--- config.mk ---
export PLATFORM = sky130hd
export DESIGN_NAME = char_lcd_nibble_sequencer_core
export DESIGN_NICKNAME = d
export VERILOG_FILES = /design/src/lcdns_pkg.sv /design/src/char_lcd_nibble_sequencer_core.sv /design/src/lcdns_front.sv /design/src/lcdns_queue.sv /design/src/lcdns_back.sv
export SDC_FILE = /design/constraint.sdc
export NUM_CORES = 1
export LEC_CHECK = 0
export ABC_AREA = 1
export ABC_CLOCK_PERIOD_IN_PS = 2800
export BUFFER_PORTS_ARGS = -buffer_cell sky130_fd_sc_hd__buf_2
export CAP_MARGIN = 10
export CORE_AREA = 3 3 100 112
export DETAILED_ROUTE_END_ITERATION = 7
export DIE_AREA = 0 0 103 115
export PLACE_DENSITY = 0.56
export SYNTH_ARGS = -nofsm -noshare
export SYNTH_HDL_FRONTEND = slang
export SYNTH_SLANG_ARGS = --single-unit
--- constraint.sdc ---
create_clock -name i_clk -period 2.8 [get_ports i_clk]
set_clock_uncertainty 0.1 [all_clocks]
set_input_delay 0.28 -clock i_clk [delete_from_list [all_inputs] [get_ports i_clk]]
set_output_delay 0.28 -clock i_clk [all_outputs]
set_load 0.05 [all_outputs]
--- src/lcdns_pkg.sv ---
// Shared types, request codes and timing constants for the LCD nibble sequencer.
// No dependencies.
package lcdns_pkg;

    localparam int WAIT_W = 17;
    localparam int STEP_W = 4;

    // Request codes on the func field
    typedef enum logic [2:0] {
        FUNC_INIT     = 3'd0,
        FUNC_COMMAND  = 3'd1,
        FUNC_DATA     = 3'd2,
        FUNC_CLEAR    = 3'd3,
        FUNC_DISPLAY  = 3'd4,
        FUNC_POSITION = 3'd5
    } t_func;

    // Waits in microseconds
    localparam logic [WAIT_W-1:0] WAIT_NONE  = 17'd0;
    localparam logic [WAIT_W-1:0] WAIT_CMD   = 17'd50;
    localparam logic [WAIT_W-1:0] WAIT_SHORT = 17'd120;
    localparam logic [WAIT_W-1:0] WAIT_CLEAR = 17'd2000;
    localparam logic [WAIT_W-1:0] WAIT_BOOT  = 17'd5000;
    localparam logic [WAIT_W-1:0] WAIT_POWER = 17'd20000;
    localparam logic [WAIT_W-1:0] WAIT_LONG  = 17'd120000;

    // Step numbers of the two transfer runs
    localparam logic [STEP_W-1:0] STEP_FIRST     = 4'd0;
    localparam logic [STEP_W-1:0] STEP_BYTE_LAST = 4'd1;
    localparam logic [STEP_W-1:0] STEP_INIT_LAST = 4'd14;

    // Classified request, as queued between front and back
    typedef struct packed {
        logic       is_init;
        logic       reg_select;
        logic [7:0] data_byte;
        logic       clear_wait;
    } t_desc;

    // One nibble transfer on the LCD bus
    typedef struct packed {
        logic              strobe;
        logic              reg_select;
        logic [3:0]        nibble;
        logic [WAIT_W-1:0] wait_us;
        logic              last;
    } t_xfer;

    // Init run: step 0 is the power-up wait, steps 1..14 the nibbles
    function automatic logic [3:0] init_nibble(input logic [STEP_W-1:0] step);
        logic [3:0] nib;
        case (step)
            4'd1, 4'd2, 4'd3:                   nib = 4'h3;
            4'd4, 4'd5:                         nib = 4'h2;
            4'd6, 4'd8:                         nib = 4'h8;
            4'd10:                              nib = 4'h1;
            4'd12:                              nib = 4'h6;
            4'd14:                              nib = 4'hC;
            default:                            nib = 4'h0;
        endcase
        return nib;
    endfunction

    function automatic logic [WAIT_W-1:0] init_wait(input logic [STEP_W-1:0] step);
        logic [WAIT_W-1:0] w;
        case (step)
            4'd0:                   w = WAIT_POWER;
            4'd1:                   w = WAIT_BOOT;
            4'd2, 4'd3:             w = WAIT_SHORT;
            4'd4:                   w = WAIT_LONG;
            4'd6, 4'd8, 4'd12, 4'd14: w = WAIT_CMD;
            4'd10:                  w = WAIT_CLEAR;
            default:                w = WAIT_NONE;
        endcase
        return w;
    endfunction

endpackage

--- src/char_lcd_nibble_sequencer_core.sv ---
// Top level of the LCD nibble sequencer: front end, descriptor queue, back end.
// Depends on lcdns_pkg, lcdns_front, lcdns_queue, lcdns_back.
//
// Turns requests for a 4-bit character LCD into nibble transfers, one word
// per request on the push side and one word per transfer on the pop side.
// A request is taken whenever the descriptor queue has room
// (QUEUE_DEPTH entries), so bursts are absorbed at one per cycle. The back
// end emits one transfer per cycle into its output register while the
// consumer pops: a byte request (command, data, clear, display control,
// position) expands into 2 transfers, the initialization into 15; that expansion
// sets the sustained rate. Unknown func codes are taken and produce nothing.
module char_lcd_nibble_sequencer_core #(
    parameter int QUEUE_DEPTH = 4
) (
    input  logic                            i_clk,
    input  logic                            i_rst_n,
    input  logic                            push,
    output logic                            full,
    input  logic [2:0]                      i_func,
    input  logic [7:0]                      i_value,
    input  logic [1:0]                      i_row,
    input  logic [7:0]                      i_column,
    input  logic                            i_display_on,
    input  logic                            i_cursor_on,
    input  logic                            i_blink_on,
    output logic                            empty,
    input  logic                            pop,
    output logic                            o_strobe_res,
    output logic                            o_reg_select,
    output logic [3:0]                      o_nibble,
    output logic [lcdns_pkg::WAIT_W-1:0]    o_wait_us,
    output logic                            o_last
);

    logic             q_push;
    logic             q_full;
    logic             q_pop;
    logic             q_empty;
    lcdns_pkg::t_desc q_wr_data;
    lcdns_pkg::t_desc q_rd_data;

    lcdns_front u_front (
        .push         (push),
        .full         (full),
        .i_func       (i_func),
        .i_value      (i_value),
        .i_row        (i_row),
        .i_column     (i_column),
        .i_display_on (i_display_on),
        .i_cursor_on  (i_cursor_on),
        .i_blink_on   (i_blink_on),
        .o_q_push     (q_push),
        .o_q_data     (q_wr_data),
        .i_q_full     (q_full)
    );

    lcdns_queue #(
        .DEPTH (QUEUE_DEPTH)
    ) u_queue (
        .i_clk   (i_clk),
        .i_rst_n (i_rst_n),
        .i_push  (q_push),
        .i_data  (q_wr_data),
        .o_full  (q_full),
        .i_pop   (q_pop),
        .o_data  (q_rd_data),
        .o_empty (q_empty)
    );

    lcdns_back u_back (
        .i_clk        (i_clk),
        .i_rst_n      (i_rst_n),
        .i_q_data     (q_rd_data),
        .i_q_empty    (q_empty),
        .o_q_pop      (q_pop),
        .empty        (empty),
        .pop          (pop),
        .o_strobe_res (o_strobe_res),
        .o_reg_select (o_reg_select),
        .o_nibble     (o_nibble),
        .o_wait_us    (o_wait_us),
        .o_last       (o_last)
    );

endmodule

--- src/lcdns_front.sv ---
// Front end: accepts requests and classifies them into queue descriptors.
// Depends on lcdns_pkg.
module lcdns_front (
    input  logic                 push,
    output logic                 full,
    input  logic [2:0]           i_func,
    input  logic [7:0]           i_value,
    input  logic [1:0]           i_row,
    input  logic [7:0]           i_column,
    input  logic                 i_display_on,
    input  logic                 i_cursor_on,
    input  logic                 i_blink_on,
    output logic                 o_q_push,
    output lcdns_pkg::t_desc     o_q_data,
    input  logic                 i_q_full
);

    logic [7:0] line_base;
    logic       known;

    // Line base addresses of the four display rows
    always_comb begin
        case (i_row)
            2'd0:    line_base = 8'd128;
            2'd1:    line_base = 8'd192;
            2'd2:    line_base = 8'd148;
            default: line_base = 8'd212;
        endcase
    end

    // Classify request into a descriptor
    always_comb begin
        known               = 1'b1;
        o_q_data.is_init    = 1'b0;
        o_q_data.reg_select = 1'b0;
        o_q_data.data_byte  = i_value;
        o_q_data.clear_wait = 1'b0;
        case (i_func)
            lcdns_pkg::FUNC_INIT: begin
                o_q_data.is_init = 1'b1;
            end
            lcdns_pkg::FUNC_COMMAND: begin
                o_q_data.data_byte = i_value;
            end
            lcdns_pkg::FUNC_DATA: begin
                o_q_data.reg_select = 1'b1;
            end
            lcdns_pkg::FUNC_CLEAR: begin
                o_q_data.data_byte  = 8'h01;
                o_q_data.clear_wait = 1'b1;
            end
            lcdns_pkg::FUNC_DISPLAY: begin
                o_q_data.data_byte = {5'b00001, i_display_on, i_cursor_on, i_blink_on};
            end
            lcdns_pkg::FUNC_POSITION: begin
                o_q_data.data_byte = line_base + i_column;
            end
            default: begin
                known = 1'b0;
            end
        endcase
    end

    // Unknown codes are taken and dropped
    assign full     = i_q_full;
    assign o_q_push = push && !i_q_full && known;

endmodule

--- src/lcdns_queue.sv ---
// Short descriptor queue between the front and back ends.
// Depends on lcdns_pkg.
module lcdns_queue #(
    parameter int DEPTH = 4
) (
    input  logic             i_clk,
    input  logic             i_rst_n,
    input  logic             i_push,
    input  lcdns_pkg::t_desc i_data,
    output logic             o_full,
    input  logic             i_pop,
    output lcdns_pkg::t_desc o_data,
    output logic             o_empty
);

    localparam int PW = (DEPTH > 1) ? $clog2(DEPTH) : 1;
    localparam int CW = $clog2(DEPTH + 1);

    lcdns_pkg::t_desc r_mem [DEPTH];
    logic [PW-1:0]    r_wr_ptr, n_wr_ptr;
    logic [PW-1:0]    r_rd_ptr, n_rd_ptr;
    logic [CW-1:0]    r_count, n_count;
    logic             do_push, do_pop;

    assign o_full  = (r_count == CW'(DEPTH));
    assign o_empty = (r_count == '0);
    assign do_push = i_push && !o_full;
    assign do_pop  = i_pop && !o_empty;
    assign o_data  = r_mem[r_rd_ptr];

    // Pointer and count update
    always_comb begin
        n_wr_ptr = r_wr_ptr;
        n_rd_ptr = r_rd_ptr;
        n_count  = r_count;
        if (do_push) begin
            n_wr_ptr = (r_wr_ptr == PW'(DEPTH - 1)) ? '0 : r_wr_ptr + 1'b1;
        end
        if (do_pop) begin
            n_rd_ptr = (r_rd_ptr == PW'(DEPTH - 1)) ? '0 : r_rd_ptr + 1'b1;
        end
        if (do_push && !do_pop) begin
            n_count = r_count + 1'b1;
        end else if (do_pop && !do_push) begin
            n_count = r_count - 1'b1;
        end
    end

    always_ff @(posedge i_clk) begin
        if (!i_rst_n) begin
            r_wr_ptr <= '0;
            r_rd_ptr <= '0;
            r_count  <= '0;
        end else begin
            r_wr_ptr <= n_wr_ptr;
            r_rd_ptr <= n_rd_ptr;
            r_count  <= n_count;
        end
    end

    // Storage
    always_ff @(posedge i_clk) begin
        if (do_push) begin
            r_mem[r_wr_ptr] <= i_data;
        end
    end

endmodule

--- src/lcdns_back.sv ---
// Back end: expands queued descriptors into nibble transfers, one per cycle
// when its output register is empty or popped. Depends on lcdns_pkg.
module lcdns_back (
    input  logic                            i_clk,
    input  logic                            i_rst_n,
    input  lcdns_pkg::t_desc                i_q_data,
    input  logic                            i_q_empty,
    output logic                            o_q_pop,
    output logic                            empty,
    input  logic                            pop,
    output logic                            o_strobe_res,
    output logic                            o_reg_select,
    output logic [3:0]                      o_nibble,
    output logic [lcdns_pkg::WAIT_W-1:0]    o_wait_us,
    output logic                            o_last
);

    logic [lcdns_pkg::STEP_W-1:0] r_step, n_step;
    logic                         r_valid;
    lcdns_pkg::t_xfer             r_out, n_out;
    logic                         advance;
    logic                         produce;

    assign advance = !r_valid || pop;
    assign produce = advance && !i_q_empty;

    // Transfer for the current step of the head descriptor
    always_comb begin
        n_out.reg_select = i_q_data.reg_select;
        if (i_q_data.is_init) begin
            n_out.strobe     = (r_step != lcdns_pkg::STEP_FIRST);
            n_out.reg_select = 1'b0;
            n_out.nibble     = lcdns_pkg::init_nibble(r_step);
            n_out.wait_us    = lcdns_pkg::init_wait(r_step);
            n_out.last       = (r_step == lcdns_pkg::STEP_INIT_LAST);
        end else begin
            n_out.strobe = 1'b1;
            if (r_step == lcdns_pkg::STEP_FIRST) begin
                n_out.nibble  = i_q_data.data_byte[7:4];
                n_out.wait_us = lcdns_pkg::WAIT_NONE;
                n_out.last    = 1'b0;
            end else begin
                n_out.nibble  = i_q_data.data_byte[3:0];
                n_out.wait_us = i_q_data.clear_wait ? lcdns_pkg::WAIT_CLEAR
                                                    : lcdns_pkg::WAIT_CMD;
                n_out.last    = 1'b1;
            end
        end
    end

    // Step counter: restart and release the descriptor after its last transfer
    always_comb begin
        n_step  = r_step;
        o_q_pop = 1'b0;
        if (produce) begin
            if (n_out.last) begin
                n_step  = lcdns_pkg::STEP_FIRST;
                o_q_pop = 1'b1;
            end else begin
                n_step = r_step + 1'b1;
            end
        end
    end

    always_ff @(posedge i_clk) begin
        if (!i_rst_n) begin
            r_step  <= lcdns_pkg::STEP_FIRST;
            r_valid <= 1'b0;
        end else begin
            r_step <= n_step;
            if (advance) begin
                r_valid <= !i_q_empty;
            end
        end
    end

    // Output word register
    always_ff @(posedge i_clk) begin
        if (produce) begin
            r_out <= n_out;
        end
    end

    assign empty        = !r_valid;
    assign o_strobe_res = r_out.strobe;
    assign o_reg_select = r_out.reg_select;
    assign o_nibble     = r_out.nibble;
    assign o_wait_us    = r_out.wait_us;
    assign o_last       = r_out.last;

    // Step stays inside the init run
    a_step_range: assert property (@(posedge i_clk) disable iff (!i_rst_n)
        r_step <= lcdns_pkg::STEP_INIT_LAST)
        else $error("step counter beyond init run");

    // A byte descriptor never sees more than two steps
    a_byte_steps: assert property (@(posedge i_clk) disable iff (!i_rst_n)
        (!i_q_empty && !i_q_data.is_init) |-> (r_step <= lcdns_pkg::STEP_BYTE_LAST))
        else $error("byte descriptor past its second nibble");

    // Last transfer produced restarts the step counter
    a_last_restart: assert property (@(posedge i_clk) disable iff (!i_rst_n)
        (produce && n_out.last) |=> (r_step == lcdns_pkg::STEP_FIRST))
        else $error("step counter not restarted after last transfer");

    // Descriptor released only together with its last transfer
    a_pop_last: assert property (@(posedge i_clk) disable iff (!i_rst_n)
        o_q_pop |=> (r_valid && r_out.last))
        else $error("descriptor released without last transfer");

endmodule
==> metrics.log <==
[metrics] outcome: finished clean
[metrics] Worst path max stage delay: 380 ps
[metrics] vias in the first global route: 2620
[metrics] synthesized instance count: 401
[metrics] tightest slew margin relative to the limit: 48.0%
[metrics] required time reported for the critical path endpoint: 2970 ps
[metrics] worst min-delay path category: in -> reg
[metrics] period utilization: 84.4%
[metrics] synthesis-to-finish area growth: 18.0%
[metrics] Port Buffers: 50
[metrics] final weighted congestion of routability-driven global placement: 0.785
[metrics] RSZ-0062 raised after global routing: no
[metrics] Clock Root Buffer: clkbuf_16
[metrics] Mean Syn Cell Area: 10.3 um2
[metrics] boundary pin count: 54
[metrics] share of the yosys chip area belonging to registers: 61.4%
[metrics] maximum fanout count along the critical path: 9
[metrics] placed wire-length estimate after detailed placement: 5570 um
[metrics] number of enable-type register cells in the synthesized netlist: 64
[metrics] CTS Sinks: 95
[metrics] worst-skew pair later-pin latency: 340 ps
[metrics] share of synthesized flip-flops with an asynchronous set or reset: 0%
[metrics] initial standard-cell utilization of the core: 40.4%
[metrics] total leakage power: 2.15 nW
[metrics] Avg Vias per Cell: 4.83
[metrics] element type at the critical path start: flop
[metrics] DIE AREA: 11800 um2
[metrics] global routing usage on met3: 3.52%
[metrics] number of vias in the routed layout: 2839
[metrics] first-pass GRT wire length: 12700 um
[metrics] layer carrying the most global-route usage: met2
[metrics] count of pins over their slew limit: 0
[metrics] Critical Path AT: 2530 ps
[metrics] clock period minus worst slack: 2360 ps
[metrics] final net count: 502
[metrics] drt pass-1 iters: 4
[metrics] Post-route DRC: 0
[metrics] number of antenna violations at the first check in global routing: 0
[metrics] type of element capturing the critical path: flop
[metrics] total length of routed wires: 7780 um
[metrics] fraction of layout instances using a drive strength above 1: 20.9%
[metrics] Max stage delay cell, worst path: fa_1
[metrics] filler instances: 975
[metrics] crit path cell chain: inv_1, ha_1, nand3_2, nand2_2, nand2_4, nand2_8, ha_1, inv_1, fa_1, o21ai_0, a21o_1, o21ai_0, a21oi_1
[metrics] main flop type after synthesis: edfxtp_1
[metrics] total number of yosys warnings: 0
[metrics] Max Clk Rate: 423 MHz
[metrics] number of levels in the clock H-tree: 3
[metrics] clock tree from TritonCTS: built
[metrics] TritonCTS Buffers: 9
[metrics] final setup vio count: 0
[metrics] number of placement rows: 39
[metrics] height of the die: 115 um
[metrics] worst IR drop on VDD: 0.000397 V
[metrics] Die X-Extent: 103 um
[metrics] average wire length per cell after detail routing: 13.2 um
[metrics] TNS Setup: 0 ps
[metrics] placeable core area: 10200 um2
[metrics] clock slew seen by the registers of the worst setup and hold paths: 60 ps
[metrics] maximum clock path buffer count: 2
[metrics] type of the worst setup path: reg -> reg
[metrics] antenna-violating nets left: 0
[metrics] ant diodes: 0
[metrics] area of the mapped netlist: 4140 um2
[metrics] total global routing track utilization: 14.1%
[metrics] GR met1 Demand/Resource: 18.3%
[metrics] number of maximum-capacitance constraint violations: 0
[metrics] maximum number of pins on one net before global-route repair: 21
[metrics] Power per Cell Area: 1120 nW/um2
[metrics] total congestion overflow: 0
[metrics] initial drt markers: 174
[metrics] actual transition at the worst max-transition pin: 774 ps
[metrics] hold violation count in the final report: 0
[metrics] Pwr Total: 5.47 mW
[metrics] total of flip-flops plus latches after synthesis: 95
[metrics] global-route met2 utilization: 22.9%
[metrics] count of distinct cell types in the synthesized netlist: 40
worst max-delay path, delay by kind of cell (launching register included):
kind,cells,cell delay (ps)
and+or+nand+nor,4,500
AOI/OAI and AO/OA,4,490
buffers and inverters,2,180
adders and majority gates,3,700
DFF,1,330
metal layers:
metal / wire (um) / up-vias
li1: - / 1469
met1: 3500 / 1287
met2: 3740 / 74
met3: 433 / 9
met4: 104 / 0
met5: 0 / -
synthesized netlist by cell type, types with 2 or more instances:
cell	instances	area (um2)
nand3_2	2	20.0
o21ai_1	4	20.0
a22oi_1	2	15.0
edfxtp_1	64	1920
buf_4	4	30.0
nor2_2	2	12.5
nor2_1	44	165
nand2_4	3	33.8
nand3_1	17	85.1
xor2_1	2	17.5
o22ai_1	10	62.6
dfxtp_1	31	621
or2_2	2	12.5
ha_1	13	163
nand4_1	2	12.5
inv_2	2	7.51
nand2_2	5	31.3
a21oi_1	5	25.0
nand2_1	66	248
o21ai_0	43	215
nor3_1	5	25.0
clkbuf_1	10	37.5
inv_1	46	173
report_power, final:
part | internal, mW | switching [mW] | total, mW | leakage (nW)
sequential | 1.96 | 0.114 | 2.07 | 0.860
combinational | 0.528 | 1.58 | 2.11 | 1.14
clock | 0.787 | 0.507 | 1.29 | 0.149
total | 3.27 | 2.20 | 5.47 | 2.15
cells in the final DEF (no fill, tap or decap), drive strengths merged:
master    Yosys  routed
a21oi         5       5
a22oi         2       2
o211ai        1       1
a21o          1       1
nand3b        1       1
buf           4      60
nor2         47      47
nand3        20      20
a211oi        1       1
clkbuf       10      10
o211a         1       1
a221o         1       1
o2111ai       1       1
dfxtp        31      31
o21bai        1       1
clkinv        0       1
a21boi        1       1
ha           13      13
inv          48      49
o22ai        10      10
o21ai        47      47
fa            1       1
conb          1       3
nand4         2       2
edfxtp       64      64
bufinv        0       2
a221oi        1       1
nor3          6       6
clkinvlp      0       2
xor2          2       2
a32o          1       1
or2           2       2
nand2        75      75
cell type report:
class | count | area, um2 | share of cell area (%)
Timing Repair Buffer | 60 | 325 | 6.65
Sequential cell | 95 | 2540 | 52.0
Inverter | 48 | 180 | 3.69
Multi-Input combinational cell | 246 | 1370 | 27.9
Tap cell | 123 | 154 | 3.15
Clock buffer | 10 | 229 | 4.68
Clock inverter | 6 | 92.6 | 1.89
path summary, 6_finish.rpt:
path                    start             endpoint  depth (start not counted)  slack, ps
max          u_back.r_step[0]   u_queue.r_count[2]                         13        440
min                i_value[0]  u_queue.r_mem[1][1]                          3        200
max reg2reg  u_back.r_step[0]   u_queue.r_count[2]                         13        440
min reg2reg              flop  u_back.o_wait_us[7]                          2        400
kinds of logic after synthesis:
group,Yosys count,share of synthesized area (%)
flip-flops,95,61.4
adder cells (fa/ha/maj),14,4.41
AO/OA/AOI/OAI,74,10.3
XOR/XNOR,2,0.423
AND/OR/NAND/NOR,153,17.4
other,1,0.0905
buffers and inverters,62,5.98
per-stage QoR:
stage | area, um2 | utilization, % | setup WS (ps) | hold slack, ps | cells
6_report | 4890 | 47.7 | 437 | 200 | 588
5_1_grt | 4890 | 47.7 | 112 | 222 | 588
3_5_place_dp | 4560 | 44.5 | 320 | 385 | 572
2_1_floorplan | 4150 | - | 619 | 322 | 403
3_3_place_gp | 4560 | 44.5 | 425 | 386 | 572
4_1_cts | 4880 | 47.7 | 309 | 178 | 588
timing repair:
item	4_1_cts	5_1_grt
setup endpoints to repair	0	1
resized for setup	0	1
hold buffers	0	0
setup buffers	0	0
No activity file was read; power rests on OpenSTA's default activity.
